==> config.mk <==
export PLATFORM = sky130hd
export DESIGN_NAME = q24alu_div_cell
export DESIGN_NICKNAME = d
export VERILOG_FILES = /design/src/rtl/q24alu_pkg.sv /design/src/rtl/q24alu_div_cell.sv
export VERILOG_INCLUDE_DIRS = /design/src /design/src/rtl
export SDC_FILE = /design/constraint.sdc
export NUM_CORES = 1
export LEC_CHECK = 0
export ABC_AREA = 0
export BUFFER_PORTS_ARGS = -buffer_cell sky130_fd_sc_hd__buf_2
export CAP_MARGIN = 40
export CORE_MARGIN = 4
export CORE_UTILIZATION = 42
export CTS_CLUSTER_DIAMETER = 40
export DETAILED_ROUTE_END_ITERATION = 8
export GPL_TIMING_DRIVEN = 0
export HOLD_SLACK_MARGIN = 0.03
export PLACE_DENSITY = 0.84
export SLEW_MARGIN = 20
export SYNTH_ARGS = -nofsm -noshare
export SYNTH_HDL_FRONTEND = slang
export SYNTH_SLANG_ARGS = --single-unit
export TNS_END_PERCENT = 100
==> constraint.sdc <==
create_clock -name clk -period 1.1 [get_ports clk]
set_clock_uncertainty 0.15 [all_clocks]
set_input_delay 0.22 -clock clk [delete_from_list [all_inputs] [get_ports clk]]
set_output_delay 0.22 -clock clk [all_outputs]
set_load 0.05 [all_outputs]
==> src/rtl/assert_macros.svh <==
// Assertion macros shared by the RTL of the Q24.8 fixed-point ALU.
// Each macro builds one clocked concurrent assertion, disabled in reset.
`ifndef ASSERT_MACROS_SVH
`define ASSERT_MACROS_SVH

// prop must hold at every clock edge out of reset
`define ASSERT_ALWAYS(label, clk, rst_n, prop) \
    label: assert property (@(posedge clk) disable iff (!rst_n) (prop)) \
        else $error("assertion failed");

// when ante holds, cons must hold in the same cycle
`define ASSERT_IMPLY(label, clk, rst_n, ante, cons) \
    label: assert property (@(posedge clk) disable iff (!rst_n) (ante) |-> (cons)) \
        else $error("assertion failed");

// when ante holds, cons must hold in the next cycle
`define ASSERT_NEXT(label, clk, rst_n, ante, cons) \
    label: assert property (@(posedge clk) disable iff (!rst_n) (ante) |=> (cons)) \
        else $error("assertion failed");

`endif

==> src/rtl/q24alu_pkg.sv <==
// Shared types and operation codes of the Q24.8 fixed-point ALU.
// No dependencies; every other RTL file but assert_macros.svh depends on it.
`default_nettype none

package q24alu_pkg;

    localparam int KIND_W = 4;

    typedef logic [KIND_W-1:0] kind_t;

    localparam kind_t KIND_ADD = 4'd0;
    localparam kind_t KIND_SUB = 4'd1;
    localparam kind_t KIND_MUL = 4'd2;
    localparam kind_t KIND_DIV = 4'd3;
    localparam kind_t KIND_MIN = 4'd4;
    localparam kind_t KIND_MAX = 4'd5;
    localparam kind_t KIND_CMP = 4'd6;
    localparam kind_t KIND_INC = 4'd7;
    localparam kind_t KIND_DEC = 4'd8;
    localparam kind_t KIND_I2F = 4'd9;
    localparam kind_t KIND_F2I = 4'd10;

    // control that travels with each beat along the divider chain
    typedef struct packed {
        logic valid;
        logic is_div;
        logic neg;
        logic dz;
        logic less;
        logic equal;
    } ctl_t;

endpackage

`default_nettype wire

==> src/rtl/q24alu_div_cell.sv <==
// One cell of the divider chain: a single restoring quotient step per beat,
// other beat contents passed along unchanged. Depends on q24alu_pkg.
`default_nettype none
`include "assert_macros.svh"

module q24alu_div_cell #(
    parameter int WORD_BITS = 32,
    parameter int FRAC_BITS = 8
) (
    input  wire logic                              clk,
    input  wire logic                              rst_n,
    input  wire logic                              adv,
    input  wire q24alu_pkg::ctl_t                  ctl_in,
    input  wire logic [WORD_BITS-1:0]              result_in,
    input  wire logic [WORD_BITS-1:0]              rem_in,
    input  wire logic [WORD_BITS+FRAC_BITS-1:0]    dq_in,
    input  wire logic [WORD_BITS-1:0]              divisor_in,
    output q24alu_pkg::ctl_t                       ctl_out,
    output logic [WORD_BITS-1:0]                   result_out,
    output logic [WORD_BITS-1:0]                   rem_out,
    output logic [WORD_BITS+FRAC_BITS-1:0]         dq_out,
    output logic [WORD_BITS-1:0]                   divisor_out
);
    import q24alu_pkg::*;

    localparam int DW = WORD_BITS + FRAC_BITS;

    ctl_t                 ctl_reg;
    logic [WORD_BITS-1:0] result_reg;
    logic [WORD_BITS-1:0] rem_reg;
    logic [WORD_BITS-1:0] rem_next;
    logic [DW-1:0]        dq_reg;
    logic [DW-1:0]        dq_next;
    logic [WORD_BITS-1:0] divisor_reg;

    logic [WORD_BITS:0]   trial;
    logic [WORD_BITS:0]   diff;
    logic                 ge;

    // bring down the next dividend bit, subtract if it fits
    assign trial = {rem_in, dq_in[DW-1]};
    assign diff  = trial - {1'b0, divisor_in};
    assign ge    = (trial >= {1'b0, divisor_in});

    assign rem_next = ge ? diff[WORD_BITS-1:0] : trial[WORD_BITS-1:0];
    assign dq_next  = {dq_in[DW-2:0], ge};

    always_ff @(posedge clk or negedge rst_n) begin
        if (!rst_n) begin
            ctl_reg <= '0;
        end
        else if (adv) begin
            ctl_reg <= ctl_in;
        end
    end

    always_ff @(posedge clk) begin
        if (adv) begin
            result_reg  <= result_in;
            rem_reg     <= rem_next;
            dq_reg      <= dq_next;
            divisor_reg <= divisor_in;
        end
    end

    assign ctl_out     = ctl_reg;
    assign result_out  = result_reg;
    assign rem_out     = rem_reg;
    assign dq_out      = dq_reg;
    assign divisor_out = divisor_reg;

    `ASSERT_NEXT(a_cell_valid_moves, clk, rst_n, adv, ctl_reg.valid == $past(ctl_in.valid))

endmodule

`default_nettype wire

==> metrics <==
Power Dens Cells=1602 nW/µm²; die width=133.5 µm; fin crit period=2.652 ns; required time worst endpoint=1.14 ns; Hold Crit Class=input pin to flip-flop; Hold Vio Cnt, Final=25; clk slew on worst S/H paths=0.07 ns; post-synth top area share=61.71%; Synthesized Nets=668; global-route wire length before repair=44.36 mm; share of cells above drive strength 1=53.26%; Gate power share=34.9%; clock power share=30.5%; Lkg Pwr=5.310 nW; r2r startpoint=ctl_out[4]; Psw=7.218 mW; total number of vias=7214; die footprint=17830 µm²; clk sinks=142; setup TNS=-88.10 ns; Row Count=45; worst hold path depth=1; flops & latches, synth=142; Post-synth ARST share=4.225%; Arr. time, crit path=2.69 ns; Worst Hold End=divisor_out[5]; GRT overflow=0; area grow syn2layout=89.51%; hold slack=-0.03094 ns; drt wl/cell=29.12 µm; Initial Util=43.21%; worst slew pin tran=0.5568 ns; root buffer cell=clkbuf_16; violated checks=hold timing, setup timing; flop2flop setup slack=-0.04 ns; # port buffers=286; reg-to-reg endpoint=ctl_out[4]; Avg Cell Area, Syn=13.51 µm²; largest net degree at the start of global routing=46; Post-synth EDFFs=136; Top Ports=287; number of synthesis warnings=0; H-tree depth=4; nets=1147; Hold Crit Start=adv; Synth cell types=54; DRT iter0 DRCs=988; final WL=34.86 mm; status=finished with violations; unrepaired setup endpoints after global routing=yes; Mapped Cells=490; register area share after synthesis=63.98%; final setup margin=-1.552 ns; Worst Setup SP=divisor_in[4]; clock latency on the worst-skew pair=0.44 ns; hold_buf cts=131; DRT Pass-1 Iters=6; Filler cells=670; Cell Area, Synth=6618 µm²; TritonCTS clock tree=yes; fin. max-slew vios=0; Flop pwr share=34.7%; slew margin rel.=62.88%; Sw Share=35.92%; Core Util, Final=81.89%; total CTS buffers=17; peak supply drop=1.180 mV; Core Area=15310 µm²; Synth area leader=edfxtp_1; critical path startpoint category=input pin; internal cell power=12.87 mW; Max Root-Sink Buffers=2; initial antenna violation count=2; gr usage total=33.32%; ys flop type=edfxtp_1; FMAX=0.3771 GHz; DR vias/cell=6.027; Die Height=133.5 µm; number of routed nets with antenna violations=0; # DRC=0; Max-Cap Viols=0; # setup viols final=176; crit-path max FO=5; HPWL Detailed=14.81 mm; Placer Congestion=0.8607; final cycle utilization of the critical path=241.1%; ranking of synthesized cells by area=edfxtp_1, ha_1, a21oi_1; most common cell in the netlist=edfxtp_1; vias in the first global route=6969; top post-synthesis cells by count=edfxtp_1, a21oi_1, inv_1, nor2_1, ha_1; critical path capture point type=flip-flop; critical path class=input pin to flip-flop; worst reg2reg path depth=2
-- kinds of logic after synthesis --
kind of cell	synth area share, %
mux	3.233
compound gates	11.85
simple gates	7.090
flops	63.98
buf+inv	3.914
fa+ha+maj	6.353
xor+xnor	3.574
-- worst max-delay path, cell delays in order --
cell	delay, ns
buf_2	0.13
inv_1	0.08
ha_4	0.31
o21ai_1	0.12
nor2_4	0.17
o31ai_4	0.11
buf_4	0.15
a21oi_2	0.26
o31ai_4	0.10
o21a_2	0.29
o31ai_2	0.31
xor2_1	0.15
mux2_4	0.28
-- cell usage in the layout (no fill, tap or decap), types with 6 or more instances in the layout --
master / count
buf_6: 147
edfxtp_1: 136
buf_2: 135
dlygate4sd3_1: 131
buf_4: 37
inv_1: 30
a21oi_2: 26
a21oi_1: 25
ha_4: 22
clkbuf_16: 19
a21o_1: 18
nor2_1: 18
xnor2_1: 15
nor2_4: 13
nand2_1: 13
xor2_1: 12
o21ai_0: 10
mux2_4: 10
mux2_2: 7
nand3_1: 6
buf_12: 6
nor2_2: 6
ha_1: 6
dfrtp_2: 6
buf_8: 6
-- per-stage QoR --
stage | setup WS [ns] | total power [mW] | cells | area (µm²) | hold WS, ns
final | -1.552 | 20.09 | 1197 | 12540 | -0.03094
after global routing | -1.571 | 20.45 | 1195 | 12540 | -0.04244
after CTS | -1.376 | 18.83 | 1169 | 12020 | -0.04808
after detailed placement | -2.059 | 11.54 | 988 | 8673 | -0.09636
after global placement | -2.278 | 11.45 | 987 | 8636 | -0.1036
after floorplan | -1.550 | 10.24 | 490 | 6940 | -0.2256
-- worst max-delay path by stage --
stage                  endpoint  slack (ns)  cells after the start
detailed placement  rem_out[28]       -2.06                     13
global placement     ctl_out[4]       -2.28                      3
floorplan           rem_out[28]       -1.55                     12
global route         rem_out[7]       -1.57                     12
CTS                 rem_out[21]       -1.38                     13
finish              rem_out[31]       -1.55                     13
-- layout make-up --
class	count	area, µm²	area share (%)
Clock inverter	14	158.9	1.267
Timing Repair Buffer	466	4280	34.13
Multi-Input combinational cell	296	2890	23.05
Buffer	6	91.34	0.7283
Antenna cell	4	10.01	0.07982
Inverter	40	175.2	1.397
Clock buffer	18	429.2	3.422
Sequential cell	142	4242	33.82
Tap cell	211	264.0	2.105
-- power by group through the flow --
stage	combinational, mW	clock (mW)	sequential [mW]
after CTS	6.15	5.83	6.85
after global routing	7.14	6.32	6.99
after floorplan	1.52	0	8.73
final	7.01	6.12	6.96
after global placement	4.64	0	6.81
after detailed placement	4.72	0	6.82
-- registers in the layout (all words and copies together), names as in the netlist --
register,count
rem_out,32
result_out,32
dq_out,40
ctl_out,6
divisor_out,32
-- per-layer routing --
layer	wire length (µm)	global-route usage (%)	vias up
li1	-	-	2794
met1	11470	37.31	3449
met5	0	0	-
met4	2914	19.77	0
met2	16570	57.08	740
met3	3895	8.875	231
-- timing repair --
| action | in CTS | in global routing |
|---|---|---|
| cloned | 5 | 2 |
| buffers inserted | 15 | 27 |
| setup endpoints to repair | 181 | 176 |
| pin swaps | 14 | 34 |
| endpoints found under the hold margin | 167 | 30 |
| gates resized for setup | 346 | 90 |
Note: power is estimated with default switching activity, not from simulation.
