**config.mk**
```make
export PLATFORM = sky130hd
export DESIGN_NAME = q24alu_front_flat
export DESIGN_NICKNAME = d
export VERILOG_FILES = /design/src/rtl/q24alu_pkg.sv /design/src/rtl/q24alu_if.sv /design/src/rtl/q24alu_front.sv /design/src/flat_wrapper.sv
export VERILOG_INCLUDE_DIRS = /design/src /design/src/rtl
export SDC_FILE = /design/constraint.sdc
export NUM_CORES = 2
export LEC_CHECK = 0
export ABC_AREA = 1
export BUFFER_PORTS_ARGS = -buffer_cell sky130_fd_sc_hd__buf_2
export CAP_MARGIN = 20
export CORE_ASPECT_RATIO = 0.9
export CORE_MARGIN = 5
export CORE_UTILIZATION = 30
export CTS_CLUSTER_SIZE = 8
export DETAILED_ROUTE_END_ITERATION = 7
export GPL_TIMING_DRIVEN = 0
export PLACE_DENSITY = 0.51
export RECOVER_POWER = 25
export SYNTH_ARGS = -nofsm -noshare
export SYNTH_HDL_FRONTEND = slang
export SYNTH_SLANG_ARGS = --single-unit
```
**constraint.sdc**
```tcl
create_clock -name clk -period 9.7 [get_ports clk]
set_input_delay 0 -clock clk [delete_from_list [all_inputs] [get_ports clk]]
set_output_delay 0 -clock clk [all_outputs]
set_load 0.05 [all_outputs]
```
**src/rtl/assert_macros.svh**
```systemverilog
// Assertion macros shared by the RTL of the Q24.8 fixed-point ALU.
// Each macro builds one clocked concurrent assertion, disabled in reset.
`ifndef ASSERT_MACROS_SVH
`define ASSERT_MACROS_SVH

// prop must hold at every clock edge out of reset
`define ASSERT_ALWAYS(label, clk, rst_n, prop) \
    label: assert property (@(posedge clk) disable iff (!rst_n) (prop)) \
        else $error("assertion failed");

// when ante holds, cons must hold in the same cycle
`define ASSERT_IMPLY(label, clk, rst_n, ante, cons) \
    label: assert property (@(posedge clk) disable iff (!rst_n) (ante) |-> (cons)) \
        else $error("assertion failed");

// when ante holds, cons must hold in the next cycle
`define ASSERT_NEXT(label, clk, rst_n, ante, cons) \
    label: assert property (@(posedge clk) disable iff (!rst_n) (ante) |=> (cons)) \
        else $error("assertion failed");

`endif

```
**src/rtl/q24alu_pkg.sv**
```systemverilog
// Shared types and operation codes of the Q24.8 fixed-point ALU.
// No dependencies; every other RTL file but assert_macros.svh depends on it.
`default_nettype none

package q24alu_pkg;

    localparam int KIND_W = 4;

    typedef logic [KIND_W-1:0] kind_t;

    localparam kind_t KIND_ADD = 4'd0;
    localparam kind_t KIND_SUB = 4'd1;
    localparam kind_t KIND_MUL = 4'd2;
    localparam kind_t KIND_DIV = 4'd3;
    localparam kind_t KIND_MIN = 4'd4;
    localparam kind_t KIND_MAX = 4'd5;
    localparam kind_t KIND_CMP = 4'd6;
    localparam kind_t KIND_INC = 4'd7;
    localparam kind_t KIND_DEC = 4'd8;
    localparam kind_t KIND_I2F = 4'd9;
    localparam kind_t KIND_F2I = 4'd10;

    // control that travels with each beat along the divider chain
    typedef struct packed {
        logic valid;
        logic is_div;
        logic neg;
        logic dz;
        logic less;
        logic equal;
    } ctl_t;

endpackage

`default_nettype wire

```
**src/rtl/q24alu_if.sv**
```systemverilog
// Valid/ready channel interfaces of the Q24.8 fixed-point ALU: operation in, result out.
// Depends on q24alu_pkg for the operation code type.
`default_nettype none

interface q24alu_in_if #(
    parameter int WORD_BITS = 32
);
    logic                        valid;
    logic                        ready;
    q24alu_pkg::kind_t           kind;
    logic signed [WORD_BITS-1:0] operand_a;
    logic signed [WORD_BITS-1:0] operand_b;

    modport source (output valid, output kind, output operand_a, output operand_b,
                    input ready);
    modport sink   (input valid, input kind, input operand_a, input operand_b,
                    output ready);
endinterface


`default_nettype wire

```
**src/rtl/q24alu_front.sv**
```systemverilog
// Front end of the ALU: input register, then all non-divide operations,
// the multiplier and the divider setup. Depends on q24alu_pkg and q24alu_if.
`default_nettype none
`include "assert_macros.svh"

module q24alu_front #(
    parameter int WORD_BITS = 32,
    parameter int FRAC_BITS = 8
) (
    input  wire logic                             clk,
    input  wire logic                             rst_n,
    input  wire logic                             adv,
    q24alu_in_if.sink                             op,
    output q24alu_pkg::ctl_t                      ctl,
    output logic [WORD_BITS-1:0]                  result,
    output logic [WORD_BITS-1:0]                  rem,
    output logic [WORD_BITS+FRAC_BITS-1:0]        dq,
    output logic [WORD_BITS-1:0]                  divisor
);
    import q24alu_pkg::*;

    localparam int DW = WORD_BITS + FRAC_BITS;

    // input stage
    logic                 a_valid_reg;
    kind_t                kind_reg;
    logic [WORD_BITS-1:0] a_reg;
    logic [WORD_BITS-1:0] b_reg;

    // compute stage
    ctl_t                 ctl_reg;
    ctl_t                 ctl_next;
    logic [WORD_BITS-1:0] result_reg;
    logic [WORD_BITS-1:0] result_next;
    logic [DW-1:0]        dq_reg;
    logic [DW-1:0]        dq_next;
    logic [WORD_BITS-1:0] divisor_reg;
    logic [WORD_BITS-1:0] divisor_next;

    logic signed [2*WORD_BITS-1:0] prod;
    logic [WORD_BITS-1:0]          mag_a;
    logic [WORD_BITS-1:0]          mag_b;
    logic [WORD_BITS-1:0]          f2i_mag;
    logic                          lt;
    logic                          eq;

    assign op.ready = adv;

    always_ff @(posedge clk or negedge rst_n) begin
        if (!rst_n) begin
            a_valid_reg <= 1'b0;
        end
        else if (adv) begin
            a_valid_reg <= op.valid;
        end
    end

    always_ff @(posedge clk) begin
        if (adv) begin
            kind_reg <= op.kind;
            a_reg    <= op.operand_a;
            b_reg    <= op.operand_b;
        end
    end

    assign prod    = $signed(a_reg) * $signed(b_reg);
    assign mag_a   = a_reg[WORD_BITS-1] ? (~a_reg + WORD_BITS'(1)) : a_reg;
    assign mag_b   = b_reg[WORD_BITS-1] ? (~b_reg + WORD_BITS'(1)) : b_reg;
    assign f2i_mag = mag_a >> FRAC_BITS;
    assign lt      = $signed(a_reg) < $signed(b_reg);
    assign eq      = (a_reg == b_reg);

    always_comb begin
        ctl_next.valid  = a_valid_reg;
        ctl_next.is_div = (kind_reg == KIND_DIV);
        ctl_next.neg    = a_reg[WORD_BITS-1] ^ b_reg[WORD_BITS-1];
        ctl_next.dz     = (kind_reg == KIND_DIV) && (b_reg == '0);
        ctl_next.less   = lt;
        ctl_next.equal  = eq;

        // dividend is |a| scaled up by the fraction bits; quotient shifts in below
        dq_next      = {mag_a, {FRAC_BITS{1'b0}}};
        divisor_next = mag_b;

        unique case (kind_reg)
            KIND_ADD: result_next = a_reg + b_reg;
            KIND_SUB: result_next = a_reg - b_reg;
            KIND_MUL: result_next = prod[FRAC_BITS+WORD_BITS-1:FRAC_BITS];
            KIND_MIN: result_next = (lt || eq) ? a_reg : b_reg;
            KIND_MAX: result_next = lt ? b_reg : a_reg;
            KIND_INC: result_next = a_reg + WORD_BITS'(1);
            KIND_DEC: result_next = a_reg - WORD_BITS'(1);
            KIND_I2F: result_next = a_reg << FRAC_BITS;
            KIND_F2I: result_next = a_reg[WORD_BITS-1] ? (~f2i_mag + WORD_BITS'(1))
                                                       : f2i_mag;
            default:  result_next = '0;
        endcase
    end

    always_ff @(posedge clk or negedge rst_n) begin
        if (!rst_n) begin
            ctl_reg <= '0;
        end
        else if (adv) begin
            ctl_reg <= ctl_next;
        end
    end

    always_ff @(posedge clk) begin
        if (adv) begin
            result_reg  <= result_next;
            dq_reg      <= dq_next;
            divisor_reg <= divisor_next;
        end
    end

    assign ctl     = ctl_reg;
    assign result  = result_reg;
    assign rem     = '0;
    assign dq      = dq_reg;
    assign divisor = divisor_reg;

    `ASSERT_IMPLY(a_dz_only_on_div, clk, rst_n, ctl_reg.dz, ctl_reg.is_div)
    `ASSERT_NEXT(a_front_holds_on_stall, clk, rst_n, !adv, ctl_reg == $past(ctl_reg))

endmodule

`default_nettype wire

```
**src/flat_wrapper.sv**
```systemverilog
// flat-port wrapper written by rule: the top's interface ports become plain ports
module q24alu_front_flat import q24alu_pkg::*;
#(
    parameter int WORD_BITS = 32,
    parameter int FRAC_BITS = 8
)
  (clk, rst_n, adv, ctl, result, rem, dq, divisor, op_valid, op_kind, op_operand_a, op_operand_b, op_ready);
  q24alu_in_if #(.WORD_BITS(WORD_BITS)) op_i ();
  input  wire logic clk;
  input  wire logic rst_n;
  input  wire logic adv;
  output q24alu_pkg::ctl_t ctl;
  output logic [WORD_BITS-1:0] result;
  output logic [WORD_BITS-1:0] rem;
  output logic [WORD_BITS+FRAC_BITS-1:0] dq;
  output logic [WORD_BITS-1:0] divisor;
  input wire logic [$bits(op_i.valid)-1:0] op_valid;
  input wire logic [$bits(op_i.kind)-1:0] op_kind;
  input wire logic [$bits(op_i.operand_a)-1:0] op_operand_a;
  input wire logic [$bits(op_i.operand_b)-1:0] op_operand_b;
  output wire logic [$bits(op_i.ready)-1:0] op_ready;
  assign op_i.valid = op_valid;
  assign op_i.kind = op_kind;
  assign op_i.operand_a = op_operand_a;
  assign op_i.operand_b = op_operand_b;
  assign op_ready = op_i.ready;
  q24alu_front #(.WORD_BITS(WORD_BITS), .FRAC_BITS(FRAC_BITS)) u_core (.clk(clk), .rst_n(rst_n), .adv(adv), .op(op_i), .ctl(ctl), .result(result), .rem(rem), .dq(dq), .divisor(divisor));
endmodule
```
==> results.tsv <==
metric	value	unit
status	finished, violations left	
violations	design-rule violations, max-capacitance violations, max-slew violations	
die_y	355	um
setup_viol	0	
maxSlewHeadroom	-1.37	
drt_wl_total	188	mm
dieWidth	393	um
coreArea	0.131	mm2
whs_path_depth	2	
antenna_found_initial	7	
grt_max_degree	108	
finClkSkew	20.0	ps
overflow	0	
slew_viol_final	63	
cp_max_fo	10	
synth_top_area_frac	0.325	
crit_path_start	u_core.b_reg[12]$_DFFE_PP_	
startpoint_type	flip-flop	
cp.arrival	9730	ps
synthCells	5281	
wl_per_cell	25.5	um
synthTopCellsByArea	fa_1, inv_1, nand2_1	
tritoncts	done	
first_pass_iters	8	
synthArstFlopShare	0.0409	
place_area	0.0432	mm2
timing.final.hold_violations	0	
row_count	126	
dp.cells	7240	
setup-tns-final	0	ps
place_congestion	1.00	
synth_enable_flop_cells	164	
start_util	0.302	
synth-seq-area-share	0.129	
clk_latency	490	ps
cts_made_buffers	17	
clockBufferDepth	2	
synthXorXnorAreaFrac	0.0205	
cts-root-buf	clkbuf_16	
grtUsageMet3	0.0840	
synthSimpleGateAreaFrac	0.214	
dpl.hpwl	158	mm
drc	3	
crit_path_end	u_core.result[21]$_DFFE_PP_	
ys_types	62	
grt_use_total	0.264	
antenna_left	0	
rsz0062_at_grt	no	
path_clk_slew	70	ps
dieArea	0.140	mm2
synth_compound_area_frac	0.0717	
portBuffers	174	
clock-sinks	171	
synth_area	0.0397	mm2
critPathKind	reg2reg	
yosysTopAreaCell	fa_1	
synth_top_family_by_area	adder cells	
muxShareOfSynthArea	0	
yosysWarnings	0	
cap_viol_max_count	1	
layout_min_cycle_time	9530	ps
vias_per_cell	5.00	
final_cells	7359	
drtIter0Drc	4189	
r2r-start	u_core.b_reg[12]$_DFFE_PP_	
cp-end-kind	flip-flop	
period_share	0.983	
final_cell_area	0.0447	mm2
max_freq	0.105	GHz
grt_pass1_wl	266	mm
htreeDepth	4	
grt_pass1_vias	36200	
hold_ws	216	ps
r2r_slack	170	ps
grt_busiest_layer	met1	
ys_ff_latch	171	
fin_nets	6571	
drive_above_1_share	0.0832	
ys.flop_type	edfxtp_1	
worst_slew_pin_slew	3560	ps
hp-class	in2reg	
synth_fa_ha_area_frac	0.401	
synthToLayoutAreaGrowth	12.6	%
syn_avg_cell_area	7.51	um2
rr_worst_depth	25	
r2r_end	u_core.result[21]$_DFFE_PP_	
grt_use_met2	0.375	
fill_cells	14200	
cp.required	9890	ps
ios	215	
route.vias.total	36800	
met1_usage	0.385	
## synthesized netlist by cell type (10+ instances only)
| master | count |
|---|---|
| a31oi_1 | 12 |
| edfxtp_1 | 164 |
| nand3b_1 | 10 |
| clkbuf_1 | 145 |
| a21o_1 | 14 |
| o21bai_1 | 15 |
| buf_4 | 46 |
| or2_2 | 11 |
| nand4_1 | 71 |
| nand2_2 | 31 |
| o21ai_0 | 173 |
| o211ai_1 | 27 |
| xnor2_1 | 31 |
| buf_6 | 12 |
| buf_1 | 35 |
| nor2_4 | 13 |
| nor2_1 | 240 |
| nor4_1 | 11 |
| inv_1 | 1360 |
| nand3_1 | 163 |
| xor2_1 | 57 |
| inv_2 | 17 |
| nor2_2 | 20 |
| buf_2 | 30 |
| o21ai_1 | 12 |
| nand2_4 | 11 |
| o22ai_1 | 11 |
| a21oi_1 | 181 |
| fa_1 | 644 |
| nand2_1 | 1342 |
| nor3_1 | 32 |
| a21boi_0 | 10 |
| ha_1 | 240 |
| nand3_2 | 14 |
## cell families after synthesis
logic type,count (synthesis)
and+or+nand+nor,1985
adders and majority gates,884
buffers and inverters,1653
other,1
xor gates and xnor gates,90
AOI/OAI and AO/OA,497
DFF,171
## timing repair
item	4_1_cts	5_1_grt
hold buffers	72	0
setup buffers	0	7
gates resized for setup	1	8
hold endpoints to repair	138	0
setup endpoints to repair	4	12
## cell usage in the layout (no fill, tap or decap), types with 12 or more instances in the layout
cell type / n
inv_1: 1360
buf_1: 33
buf_6: 13
fa_1: 644
a21o_1: 14
o21ai_0: 172
inv_2: 17
edfxtp_1: 164
o21bai_1: 15
buf_8: 19
nor2_4: 13
xnor2_1: 31
buf_2: 197
clkbuf_1: 145
conb_1: 40
nand2_2: 31
o21ai_1: 13
nor2_2: 20
nand4_1: 71
ha_1: 240
xor2_1: 57
o211ai_1: 27
a21oi_1: 181
nand3_1: 163
dlygate4sd3_1: 72
nand3_2: 14
nor3_1: 30
a31oi_1: 12
nor2_1: 240
nand2_1: 1342
clkbuf_16: 17
buf_4: 52
## layout make-up
class | instances | area, um2 | area share
repair buffers | 278 | 2040 | 0.0458
plain buffers | 266 | 1320 | 0.0295
inverters | 1385 | 5200 | 0.116
diodes | 3 | 7.51 | 0.000168
clock inverters | 13 | 159 | 0.00356
flip-flops and latches | 171 | 5100 | 0.114
well taps | 1728 | 2160 | 0.0484
multi-input cells | 3496 | 28200 | 0.632
clock buffers | 19 | 443 | 0.00992
## critical path, stage by stage, from the launching register on
cell      delay, ps
edfxtp_1        850
clkbuf_1        640
buf_8           240
buf_1           670
nand2_1         100
inv_1           110
fa_1            430
inv_1            90
fa_1            450
fa_1            530
fa_1            530
inv_1            60
fa_1            560
fa_1            430
fa_1            540
fa_1            490
ha_1            510
nand2_1         130
nor2_1          270
nand2_1         160
nor2_1          140
nand2_1         120
a21oi_1         150
nor2_1          120
nor3_1          760
nand2_1         120
## metrics by stage
step | util | setup slack [ps]
floorplan | - | 2510
global route | 0.340 | 46.2
CTS | 0.339 | 124
global placement | 0.326 | -339
finish | 0.340 | 168
detailed placement | 0.329 | -28.8
## per-layer routing
layer | routed length (um) | part of all wire | up-vias
li1 | - | - | 16300
met1 | 84400 | 0.45 | 18400
met2 | 75300 | 0.40 | 1881
met3 | 22500 | 0.12 | 224
met4 | 5440 | 0.029 | 0
met5 | 0 | 0 | -
## worst min path at each step
| stage | to | slack [ps] | startpoint |
|---|---|---|---|
| 6_report | u_core.b_reg[22]$_DFFE_PP_ | 220 | op_operand_b[22] |
| 2_1_floorplan | u_core.a_valid_reg$_DFFE_PN0P_ | -300 | rst_n |
| 5_1_grt | u_core.b_reg[30]$_DFFE_PP_ | 200 | op_operand_b[30] |
| 3_5_place_dp | u_core.ctl[3]$_DFFE_PN0P_ | -160 | rst_n |
| 3_3_place_gp | u_core.ctl[1]$_DFFE_PN0P_ | -160 | rst_n |
| 4_1_cts | u_core.b_reg[10]$_DFFE_PP_ | 170 | op_operand_b[10] |
Power is not shown: default switching activity piles up to over one toggle a cycle in this logic, so the estimate is an artifact.
