===== config.mk =====
export PLATFORM = sky130hd
export DESIGN_NAME = q24alu_outbuf_flat
export DESIGN_NICKNAME = d
export VERILOG_FILES = /design/src/rtl/q24alu_pkg.sv /design/src/rtl/q24alu_if.sv /design/src/rtl/q24alu_outbuf.sv /design/src/flat_wrapper.sv
export VERILOG_INCLUDE_DIRS = /design/src /design/src/rtl
export SDC_FILE = /design/constraint.sdc
export NUM_CORES = 1
export LEC_CHECK = 0
export BUFFER_PORTS_ARGS = -buffer_cell sky130_fd_sc_hd__buf_2
export CAP_MARGIN = 15
export CORE_MARGIN = 1.5
export CORE_UTILIZATION = 39
export CTS_BUF_LIST = sky130_fd_sc_hd__clkbuf_8
export DETAILED_ROUTE_END_ITERATION = 10
export GPL_ROUTABILITY_DRIVEN = 0
export RECOVER_POWER = 50
export SYNTH_ARGS = -nofsm -noshare
export SYNTH_HDL_FRONTEND = slang
export SYNTH_SLANG_ARGS = --single-unit

===== constraint.sdc =====
create_clock -name clk -period 5.3 [get_ports clk]
set_input_delay 1.06 -clock clk [delete_from_list [all_inputs] [get_ports clk]]
set_output_delay 1.06 -clock clk [all_outputs]
set_load 0.01 [all_outputs]

===== src/rtl/assert_macros.svh =====
// Assertion macros shared by the RTL of the Q24.8 fixed-point ALU.
// Each macro builds one clocked concurrent assertion, disabled in reset.
`ifndef ASSERT_MACROS_SVH
`define ASSERT_MACROS_SVH

// prop must hold at every clock edge out of reset
`define ASSERT_ALWAYS(label, clk, rst_n, prop) \
    label: assert property (@(posedge clk) disable iff (!rst_n) (prop)) \
        else $error("assertion failed");

// when ante holds, cons must hold in the same cycle
`define ASSERT_IMPLY(label, clk, rst_n, ante, cons) \
    label: assert property (@(posedge clk) disable iff (!rst_n) (ante) |-> (cons)) \
        else $error("assertion failed");

// when ante holds, cons must hold in the next cycle
`define ASSERT_NEXT(label, clk, rst_n, ante, cons) \
    label: assert property (@(posedge clk) disable iff (!rst_n) (ante) |=> (cons)) \
        else $error("assertion failed");

`endif


===== src/rtl/q24alu_pkg.sv =====
// Shared types and operation codes of the Q24.8 fixed-point ALU.
// No dependencies; every other RTL file but assert_macros.svh depends on it.
`default_nettype none

package q24alu_pkg;

    localparam int KIND_W = 4;

    typedef logic [KIND_W-1:0] kind_t;

    localparam kind_t KIND_ADD = 4'd0;
    localparam kind_t KIND_SUB = 4'd1;
    localparam kind_t KIND_MUL = 4'd2;
    localparam kind_t KIND_DIV = 4'd3;
    localparam kind_t KIND_MIN = 4'd4;
    localparam kind_t KIND_MAX = 4'd5;
    localparam kind_t KIND_CMP = 4'd6;
    localparam kind_t KIND_INC = 4'd7;
    localparam kind_t KIND_DEC = 4'd8;
    localparam kind_t KIND_I2F = 4'd9;
    localparam kind_t KIND_F2I = 4'd10;

    // control that travels with each beat along the divider chain
    typedef struct packed {
        logic valid;
        logic is_div;
        logic neg;
        logic dz;
        logic less;
        logic equal;
    } ctl_t;

endpackage

`default_nettype wire


===== src/rtl/q24alu_if.sv =====
// Valid/ready channel interfaces of the Q24.8 fixed-point ALU: operation in, result out.
// Depends on q24alu_pkg for the operation code type.
`default_nettype none


interface q24alu_out_if #(
    parameter int WORD_BITS = 32
);
    logic                        valid;
    logic                        ready;
    logic signed [WORD_BITS-1:0] result;
    logic                        less;
    logic                        equal;
    logic                        div_zero;

    modport source (output valid, output result, output less, output equal,
                    output div_zero, input ready);
    modport sink   (input valid, input result, input less, input equal,
                    input div_zero, output ready);
endinterface

`default_nettype wire


===== src/rtl/q24alu_outbuf.sv =====
// Result assembly and two-entry output buffer (main register plus skid).
// Depends on q24alu_pkg and q24alu_if.
`default_nettype none
`include "assert_macros.svh"

module q24alu_outbuf #(
    parameter int WORD_BITS = 32
) (
    input  wire logic                  clk,
    input  wire logic                  rst_n,
    input  wire q24alu_pkg::ctl_t      tail_ctl,
    input  wire logic [WORD_BITS-1:0]  tail_result,
    input  wire logic [WORD_BITS-1:0]  tail_quot,
    output logic                       adv,
    q24alu_out_if.source               res
);
    import q24alu_pkg::*;

    localparam int BW = WORD_BITS + 3;

    logic          main_valid_reg;
    logic          main_valid_next;
    logic [BW-1:0] main_data_reg;
    logic [BW-1:0] main_data_next;
    logic          skid_valid_reg;
    logic          skid_valid_next;
    logic [BW-1:0] skid_data_reg;
    logic [BW-1:0] skid_data_next;

    logic [WORD_BITS-1:0] quot_signed;
    logic [WORD_BITS-1:0] fin_result;
    logic [BW-1:0]        fin_data;
    logic                 push;
    logic                 pop;

    assign quot_signed = tail_ctl.neg ? (~tail_quot + WORD_BITS'(1)) : tail_quot;

    always_comb begin
        priority if (tail_ctl.dz) begin
            fin_result = '0;
        end
        else if (tail_ctl.is_div) begin
            fin_result = quot_signed;
        end
        else begin
            fin_result = tail_result;
        end
    end

    assign fin_data = {fin_result, tail_ctl.less, tail_ctl.equal, tail_ctl.dz};

    // the chain moves only while the skid entry is free
    assign adv  = !skid_valid_reg;
    assign push = tail_ctl.valid && adv;
    assign pop  = main_valid_reg && res.ready;

    always_comb begin
        main_valid_next = main_valid_reg;
        main_data_next  = main_data_reg;
        skid_valid_next = skid_valid_reg;
        skid_data_next  = skid_data_reg;
        priority if (skid_valid_reg) begin
            if (pop) begin
                main_data_next  = skid_data_reg;
                skid_valid_next = 1'b0;
            end
        end
        else if (push) begin
            if (!main_valid_reg || pop) begin
                main_valid_next = 1'b1;
                main_data_next  = fin_data;
            end
            else begin
                skid_valid_next = 1'b1;
                skid_data_next  = fin_data;
            end
        end
        else if (pop) begin
            main_valid_next = 1'b0;
        end
    end

    always_ff @(posedge clk or negedge rst_n) begin
        if (!rst_n) begin
            main_valid_reg <= 1'b0;
            skid_valid_reg <= 1'b0;
        end
        else begin
            main_valid_reg <= main_valid_next;
            skid_valid_reg <= skid_valid_next;
        end
    end

    always_ff @(posedge clk) begin
        main_data_reg <= main_data_next;
        skid_data_reg <= skid_data_next;
    end

    assign res.valid    = main_valid_reg;
    assign res.result   = main_data_reg[BW-1:3];
    assign res.less     = main_data_reg[2];
    assign res.equal    = main_data_reg[1];
    assign res.div_zero = main_data_reg[0];

    `ASSERT_IMPLY(a_skid_behind_main, clk, rst_n, skid_valid_reg, main_valid_reg)
    `ASSERT_IMPLY(a_skid_fills_on_stall, clk, rst_n, $rose(skid_valid_reg), $past(main_valid_reg && !res.ready))

endmodule

`default_nettype wire


===== src/flat_wrapper.sv =====
// flat-port wrapper written by rule: the top's interface ports become plain ports
module q24alu_outbuf_flat import q24alu_pkg::*;
#(
    parameter int WORD_BITS = 32
)
  (clk, rst_n, tail_ctl, tail_result, tail_quot, adv, res_valid, res_result, res_less, res_equal, res_div_zero, res_ready);
  q24alu_out_if #(.WORD_BITS(WORD_BITS)) res_i ();
  input  wire logic clk;
  input  wire logic rst_n;
  input  wire q24alu_pkg::ctl_t tail_ctl;
  input  wire logic [WORD_BITS-1:0] tail_result;
  input  wire logic [WORD_BITS-1:0] tail_quot;
  output logic adv;
  output wire logic [$bits(res_i.valid)-1:0] res_valid;
  output wire logic [$bits(res_i.result)-1:0] res_result;
  output wire logic [$bits(res_i.less)-1:0] res_less;
  output wire logic [$bits(res_i.equal)-1:0] res_equal;
  output wire logic [$bits(res_i.div_zero)-1:0] res_div_zero;
  input wire logic [$bits(res_i.ready)-1:0] res_ready;
  assign res_valid = res_i.valid;
  assign res_result = res_i.result;
  assign res_less = res_i.less;
  assign res_equal = res_i.equal;
  assign res_div_zero = res_i.div_zero;
  assign res_i.ready = res_ready;
  q24alu_outbuf #(.WORD_BITS(WORD_BITS)) u_core (.clk(clk), .rst_n(rst_n), .tail_ctl(tail_ctl), .tail_result(tail_result), .tail_quot(tail_quot), .adv(adv), .res(res_i));
endmodule

==> out/metrics.cfg, run 1 <==
[worst_setup_path]
crit_type=reg -> reg
worstPathCellList=buf_4, clkinv_1, nand2_1, nor3b_1, clkbuf_1
start_kind=flop
cp_max_fo=35
endpoint_kind=flop
worst_ep_required_time_ns=5.24
slowest_delay_ns=1.49
slowest_stage=clkbuf_1
r2r_cells=5
reg2reg_setup_slack_ns=1.74
rr_endpoint=u_core.skid_data_reg[12]$_DFFE_PP_
cp.arrival_ns=3.50
reg2reg_from=u_core.skid_valid_reg$_DFF_PN0_

[power_and_ir_drop]
fin_total_pwr_mw=2.04
power.switching_mw=0.659
internal_power_mw=1.38
powerDensity_mw_per_mm2=420
comb_power_share_pct=28.4
switching_share_pct=32.4
clock_power_share_pct=27.2
ir_worst_vdd_uv=296
power.share.sequential_pct=44.4
leakagePower_nw=1.81

[place]
hpwl_um=7290
port_buffers=109
post_dp_cell_area_mm2=0.00467

[timing]
maxSlewViolCount=108
hold_violations=0
slew_headroom_pct=-42.9
tns_ns=0
period_share_pct=67.2
finalCriticalPeriod_ns=3.56
max_freq_ghz=0.281
tightest_slew_ns=2.14
rsz0062_at_grt=false
finClkSkew_ns=0.00485
setup_viol=0

[global_route]
grt_pass1_wl_um=16900
grt_pass1_vias=3247
grt_busiest_layer=met2
grt_util_met3_pct=5.30
grt.met2_usage_pct=31.1
track_usage_pct=19.9
antenna_found_initial=0
gr-total-overflow=0
grt_max_degree=55
grt_use_met1_pct=26.9

[cts]
numClockSinks=72
max-clock-path-buffers=2
cts_buffers=9
cts_root_buf=clkbuf_8
cts_setup_buffers=0
clk_latency_ns=0.36
post_cts_resized=0
cts_tree=built
hold_buffers=0
cts.clk_slew.worst_paths_ns=0.08
htree_levels=3

[min_path]
hold_path_class=in -> async

[route]
drt-pass1-iter-count=5
vias_per_cell=5.46
finalWirelength_um=10700
wire_per_inst_um=17.5
vias=3355
drc_errors=0
drtAntennaViolNets=0
drt_iter0_drc=246

[synthesis]
synth_xor_xnor_area_share_pct=3.05
yosys.area_share.simple_pct=18.8
ys_async_sr_fraction_pct=2.78
postSynthCellCount=381
synth_fa_ha_area_share_pct=0.311
synth_compound_area_share_pct=13.1
avgSynthCellArea_um2=10.6
ys_seq_area_share_pct=53.5
synth_nets=455
ys_warn_count=0
synth-seq-cells=72
synth_top_family_by_area=simple AND/OR/NAND/NOR gates
ys.flop_type=edfxtp_1
synth.distinct_cells=51
synth.cell_area_mm2=0.00403
synth_edf_count=70
synthMuxAreaShare_pct=7.77

[layout]
mostFrequentLayoutCells=edfxtp_1 (70), buf_2 (67), nor2_1 (50)
design_area_mm2=0.00486
syn_to_final_growth_pct=20.6
n_fill_cell=971
final_common_cell=edfxtp_1
fin_nets=551
layout-drive-gt1-share_pct=22.8
antennaDiodeCount=0

[floorplanning]
die_w_um=105
fp.dieH_um=105
core_mm2=0.00991
row_count=36
initial_core_util_pct=40.6
dieArea_mm2=0.0109
num_io_pins=110

[run_status]
status=complete, but fails checks
violations=capacitance limit, slew limit

[flow_run]
drv_cap=3

[cell families after synthesis]
| family | Yosys count |
|---|---|
| AOI/OAI and AO/OA | 77 |
| xor gates and xnor gates | 14 |
| adders and majority gates | 1 |
| buffers and inverters | 37 |
| DFF | 72 |
| muxes | 29 |
| and+or+nand+nor | 151 |
[critical path, delay by kind of cell, from the launching register on]
kind	cells	cell delay, ns
flip-flops	1	0.37
buffers and inverters	3	2.27
AND/OR/NAND/NOR	2	0.47
[per-stage QoR]
stage | hold slack, ns | util, % | instances | setup WS [ns]
2_1_floorplan | 0.498 | - | 381 | 1.03
3_3_place_gp | 0.507 | 47.1 | 599 | 1.65
3_5_place_dp | 0.515 | 47.1 | 599 | 1.56
4_1_cts | 0.452 | 49.7 | 615 | 1.93
5_1_grt | 0.448 | 49.0 | 615 | 1.44
6_report | 0.473 | 49.0 | 615 | 1.74
[power groups by stage]
stage               sequential, mW  combinational [mW]  clock (mW)
floorplan                    0.978               0.295           0
global placement             0.905               0.611           0
detailed placement           0.905               0.625           0
CTS                          0.894               0.628       0.566
global route                 0.921               0.640       0.598
finish                       0.904               0.579       0.554
[cell type report]
class,count,area [um2],area share (%)
inverters,9,33.8,0.696
multi-input cells,272,1740,35.7
well taps,133,166,3.43
clock buffers,10,138,2.83
flip-flops and latches,72,2150,44.3
repair buffers,113,515,10.6
clock inverters,6,115,2.37
[routing by layer]
metal / vias to the layer above / part of all wire, %
li1: 1627 / -
met1: 1600 / 46
met2: 118 / 47
met3: 10 / 6.2
met4: 0 / 1.2
met5: - / 0
[worst max path at each step]
stage | from | end | slack, ns | cells past startpoint
floorplan | tail_ctl[5] | u_core.skid_data_reg[0]$_DFFE_PP_ | 1.03 | 2
global placement | tail_quot[6] | u_core.main_data_reg[24]$_DFFE_PP_ | 1.65 | 6
detailed placement | tail_quot[0] | u_core.main_data_reg[21]$_DFFE_PP_ | 1.56 | 8
CTS | u_core.skid_valid_reg$_DFF_PN0_ | adv | 1.93 | 3
global route | u_core.skid_valid_reg$_DFF_PN0_ | u_core.skid_data_reg[24]$_DFFE_PP_ | 1.44 | 5
finish | u_core.skid_valid_reg$_DFF_PN0_ | u_core.skid_data_reg[12]$_DFFE_PP_ | 1.74 | 5
[cell usage after synthesis, types with 3 or more instances]
library cell	instances	area, um2
or3_1	7	43.8
nor3_1	8	40.0
xnor2_1	4	35.0
a21oi_1	7	35.0
a211oi_1	11	82.6
o21ai_0	21	105
and2_1	6	37.5
clkbuf_1	21	78.8
or2_2	4	25.0
buf_1	4	15.0
xor2_1	10	87.6
nor4_1	7	43.8
mux2i_1	14	140
edfxtp_1	70	2100
a41oi_1	3	26.3
nand2_1	35	131
nand3_1	7	35.0
o41ai_1	6	52.6
o31ai_1	9	67.6
mux2_2	14	158
nand4_1	5	31.3
nor2_1	50	188
or4_1	9	67.6
inv_1	8	30.0
a31oi_1	6	37.5
Power figures use the tool's default switching activity.
==> inputs of run 2 (changes only) <==
--- a/config.mk
+++ b/config.mk
@@ -6,6 +6,7 @@
 export SDC_FILE = /design/constraint.sdc
 export NUM_CORES = 1
 export LEC_CHECK = 0
+export ABC_AREA = 1
 export BUFFER_PORTS_ARGS = -buffer_cell sky130_fd_sc_hd__buf_2
 export CAP_MARGIN = 15
 export CORE_MARGIN = 1.5
==> constraint.sdc (replaced) <==
create_clock -name clk -period 3 [get_ports clk]
set_input_delay 0.6 -clock clk [delete_from_list [all_inputs] [get_ports clk]]
set_output_delay 0.6 -clock clk [all_outputs]
set_load 0.01 [all_outputs]
==> run 2 against run 1 <==
Compared with the run above:
- the flow now finishes without violations
- register-to-register slack lost 0.78 ns
- clock power grew 54%
- clock skew grew 0.0032 ns
- utilization shrank 1.3 points
- sequential cell count is the same
- largest power group unchanged
- clock-buffer cell count shrank 1
- area after synthesis grew 9.4%
==> out/metrics.cfg, run 2 <==
[floorplanning]
initial_core_util_pct=40.3  ; -0.37 points
die_w_um=109  ; +4.4%
fp.dieH_um=109  ; +4.4%
core_mm2=0.0109  ; +10%
row_count=38  ; +5.6%
num_io_pins=110  ; unchanged
dieArea_mm2=0.0119  ; +9.1%

[layout]
fin_nets=716  ; +30%
final_common_cell=nand2_1
syn_to_final_growth_pct=18.4
mostFrequentLayoutCells=nand2_1 (145), buf_2 (70), edfxtp_1 (70)
antennaDiodeCount=0  ; unchanged
layout-drive-gt1-share_pct=22.7  ; -0.10 points
utilization_pct=47.7  ; -1.3 points

[place]
pre_cts_ws_ns=0.805  ; -0.751 ns
hpwl_um=8510  ; +17%
port_buffers=109  ; unchanged

[power_and_ir_drop]
powerDensity_mw_per_mm2=671  ; +60%
fin_total_pwr_mw=3.50  ; +72%
leakagePower_nw=2.35  ; +30%
ir_worst_vdd_uv=600  ; +100%

[cts]
cts_buffers=9  ; unchanged
cts_root_buf=clkbuf_8
cts_setup_buffers=0  ; unchanged
hold_buffers=0  ; unchanged
post_cts_resized=0  ; unchanged
htree_levels=3  ; unchanged
cts_tree=built
cts.clk_slew.worst_paths_ns=0.08  ; about the same
clk_latency_ns=0.36  ; about the same
numClockSinks=72  ; unchanged
max-clock-path-buffers=2  ; unchanged

[timing]
tns_ns=0  ; unchanged
maxSlewViolCount=0  ; -100%
setup_viol=0  ; unchanged
finClkSkew_ns=0.00805  ; +0.00321 ns
hold_violations=0  ; unchanged
rsz0062_at_grt=false
period_share_pct=67.9  ; +0.79 points
slew_headroom_pct=21.4  ; +64 points
finalCriticalPeriod_ns=2.04  ; -1.52 ns
fin_ws_ns=0.962  ; -0.779 ns
tightest_slew_ns=1.18  ; -0.966 ns
max_freq_ghz=0.491  ; +75%

[synthesis]
synth_top_area_share_pct=47.8  ; -4.5 points
synth_common_cells=nand2_1 (143), edfxtp_1 (70), nand3_1 (62)
ys_warn_count=0  ; unchanged
synth_compound_area_share_pct=6.65  ; -6.4 points
synth.distinct_cells=28  ; -45%
yosysMostFrequentCell=nand2_1
synth_fa_ha_area_share_pct=0.284  ; -0.027 points
ys_async_sr_fraction_pct=2.78  ; unchanged
avgSynthCellArea_um2=8.21  ; -22%
synth_xor_xnor_area_share_pct=0  ; -3.0 points
synth_top_cell_by_area=edfxtp_1
synthMuxAreaShare_pct=0  ; -7.8 points
ys_seq_area_share_pct=48.9  ; -4.6 points
yosys.area_share.simple_pct=36.4  ; +18 points
postSynthCellCount=536  ; +41%
synth.cell_area_mm2=0.00440  ; +9.4%
synth-seq-cells=72  ; unchanged
synth_nets=610  ; +34%
ys.flop_type=edfxtp_1
synth_top_family_by_area=simple AND/OR/NAND/NOR gates
synth_edf_count=70  ; unchanged
synthTopCellsByArea=edfxtp_1 (48%), nand2_1 (12%), nand3_1 (7.0%)

[min_path]
hold_path_class=in -> async

[worst_setup_path]
slowest_delay_ns=0.48  ; -1.01 ns
slowest_stage=buf_4
endpoint_kind=flop
cp.arrival_ns=2.04  ; -1.46 ns
worstPathCellList=buf_4, nand2_1, a21oi_4, buf_4
cp_max_fo=50  ; +43%
crit_type=reg -> reg
start_kind=flop
critPathMostFrequentCell=buf_4
worst_ep_required_time_ns=3.00  ; -2.24 ns

[global_route]
antenna_found_initial=0  ; unchanged
gr-total-overflow=0  ; unchanged
grt_pass1_vias=3963  ; +22%
grt_pass1_wl_um=18900  ; +12%
grt_max_degree=51  ; -7.3%
track_usage_pct=21.0  ; +1.1 points

[route]
vias=3951  ; +18%
drt_iter0_drc=247  ; +0.41%
wire_per_inst_um=15.1  ; -13%
drt-pass1-iter-count=5  ; unchanged
drc_errors=0  ; unchanged
drtAntennaViolNets=0  ; unchanged
finalWirelength_um=11900  ; +11%
vias_per_cell=5.02  ; -8.0%

[flow_run]
drv_cap=0  ; -3

[run_status]
status=completed

[run 2: critical path, delay by kind of cell, from the launching register on]
| kind | cells | cell delay [ns] |
|---|---|---|
| and+or+nand+nor | 1 | 0.21 |
| AOI/OAI and AO/OA | 1 | 0.18 |
| buffers and inverters | 2 | 0.93 |
| DFF | 1 | 0.35 |
[run 2: routing by layer]
| metal | up-vias | global-route usage, % | share of wire (%) |
|---|---|---|---|
| met3 | 14 | 3.23 | 5.6 |
| met4 | 0 | 7.05 | 1.6 |
| li1 | 1977 | - | - |
| met2 | 133 | 34.6 | 47 |
| met5 | - | 0 | 0 |
| met1 | 1827 | 28.1 | 46 |
[run 2: area by class of cell]
class	instances	area, um2
clock buffers	9	124
clock inverters	7	88.8
fillers	1132	5720
inverters	63	236
multi-input cells	380	1880
flip-flops and latches	72	2150
well taps	140	175
repair buffers	116	556
[run 2: where the power goes]
group	total (mW)	leakage, nW	internal, mW	switching (mW)
logic	1.08	1.55	0.307	0.775
clock network	0.853	0.112	0.462	0.391
registers	1.56	0.690	1.48	0.0787
total	3.50	2.35	2.25	1.24
[run 2: worst paths after layout]
check                                              startpoint                                  to  slack, ns  cells past startpoint
setup / recovery              u_core.skid_valid_reg$_DFF_PN0_  u_core.main_data_reg[30]$_DFFE_PP_       0.96                      4
hold / removal                                          rst_n        u_core.res.valid$_DFFE_PN0P_       0.02                      1
setup reg to reg              u_core.skid_valid_reg$_DFF_PN0_  u_core.main_data_reg[30]$_DFFE_PP_       0.96                      4
hold reg to reg            u_core.skid_data_reg[14]$_DFFE_PP_  u_core.main_data_reg[14]$_DFFE_PP_       0.53                      2
max in group asynchronous                               rst_n     u_core.skid_valid_reg$_DFF_PN0_       2.85                      1
min in group clk                                  tail_ctl[1]   u_core.skid_data_reg[2]$_DFFE_PP_       0.46                      1
[run 2: cells by family after synthesis]
family | count (synthesis)
adders and majority gates | 1
DFF | 72
AOI/OAI and AO/OA | 50
and+or+nand+nor | 329
buffers and inverters | 84
[run 2: per-stage QoR]
step | cells | instance area, um2 | hold WS, ns
after floorplan | 536 | 4410 | 0.304
after global placement | 771 | 5100 | 0.386
after detailed placement | 771 | 5100 | 0.392
after CTS | 787 | 5320 | 0.0134
after global routing | 787 | 5210 | 0.0204
final | 787 | 5210 | 0.0177
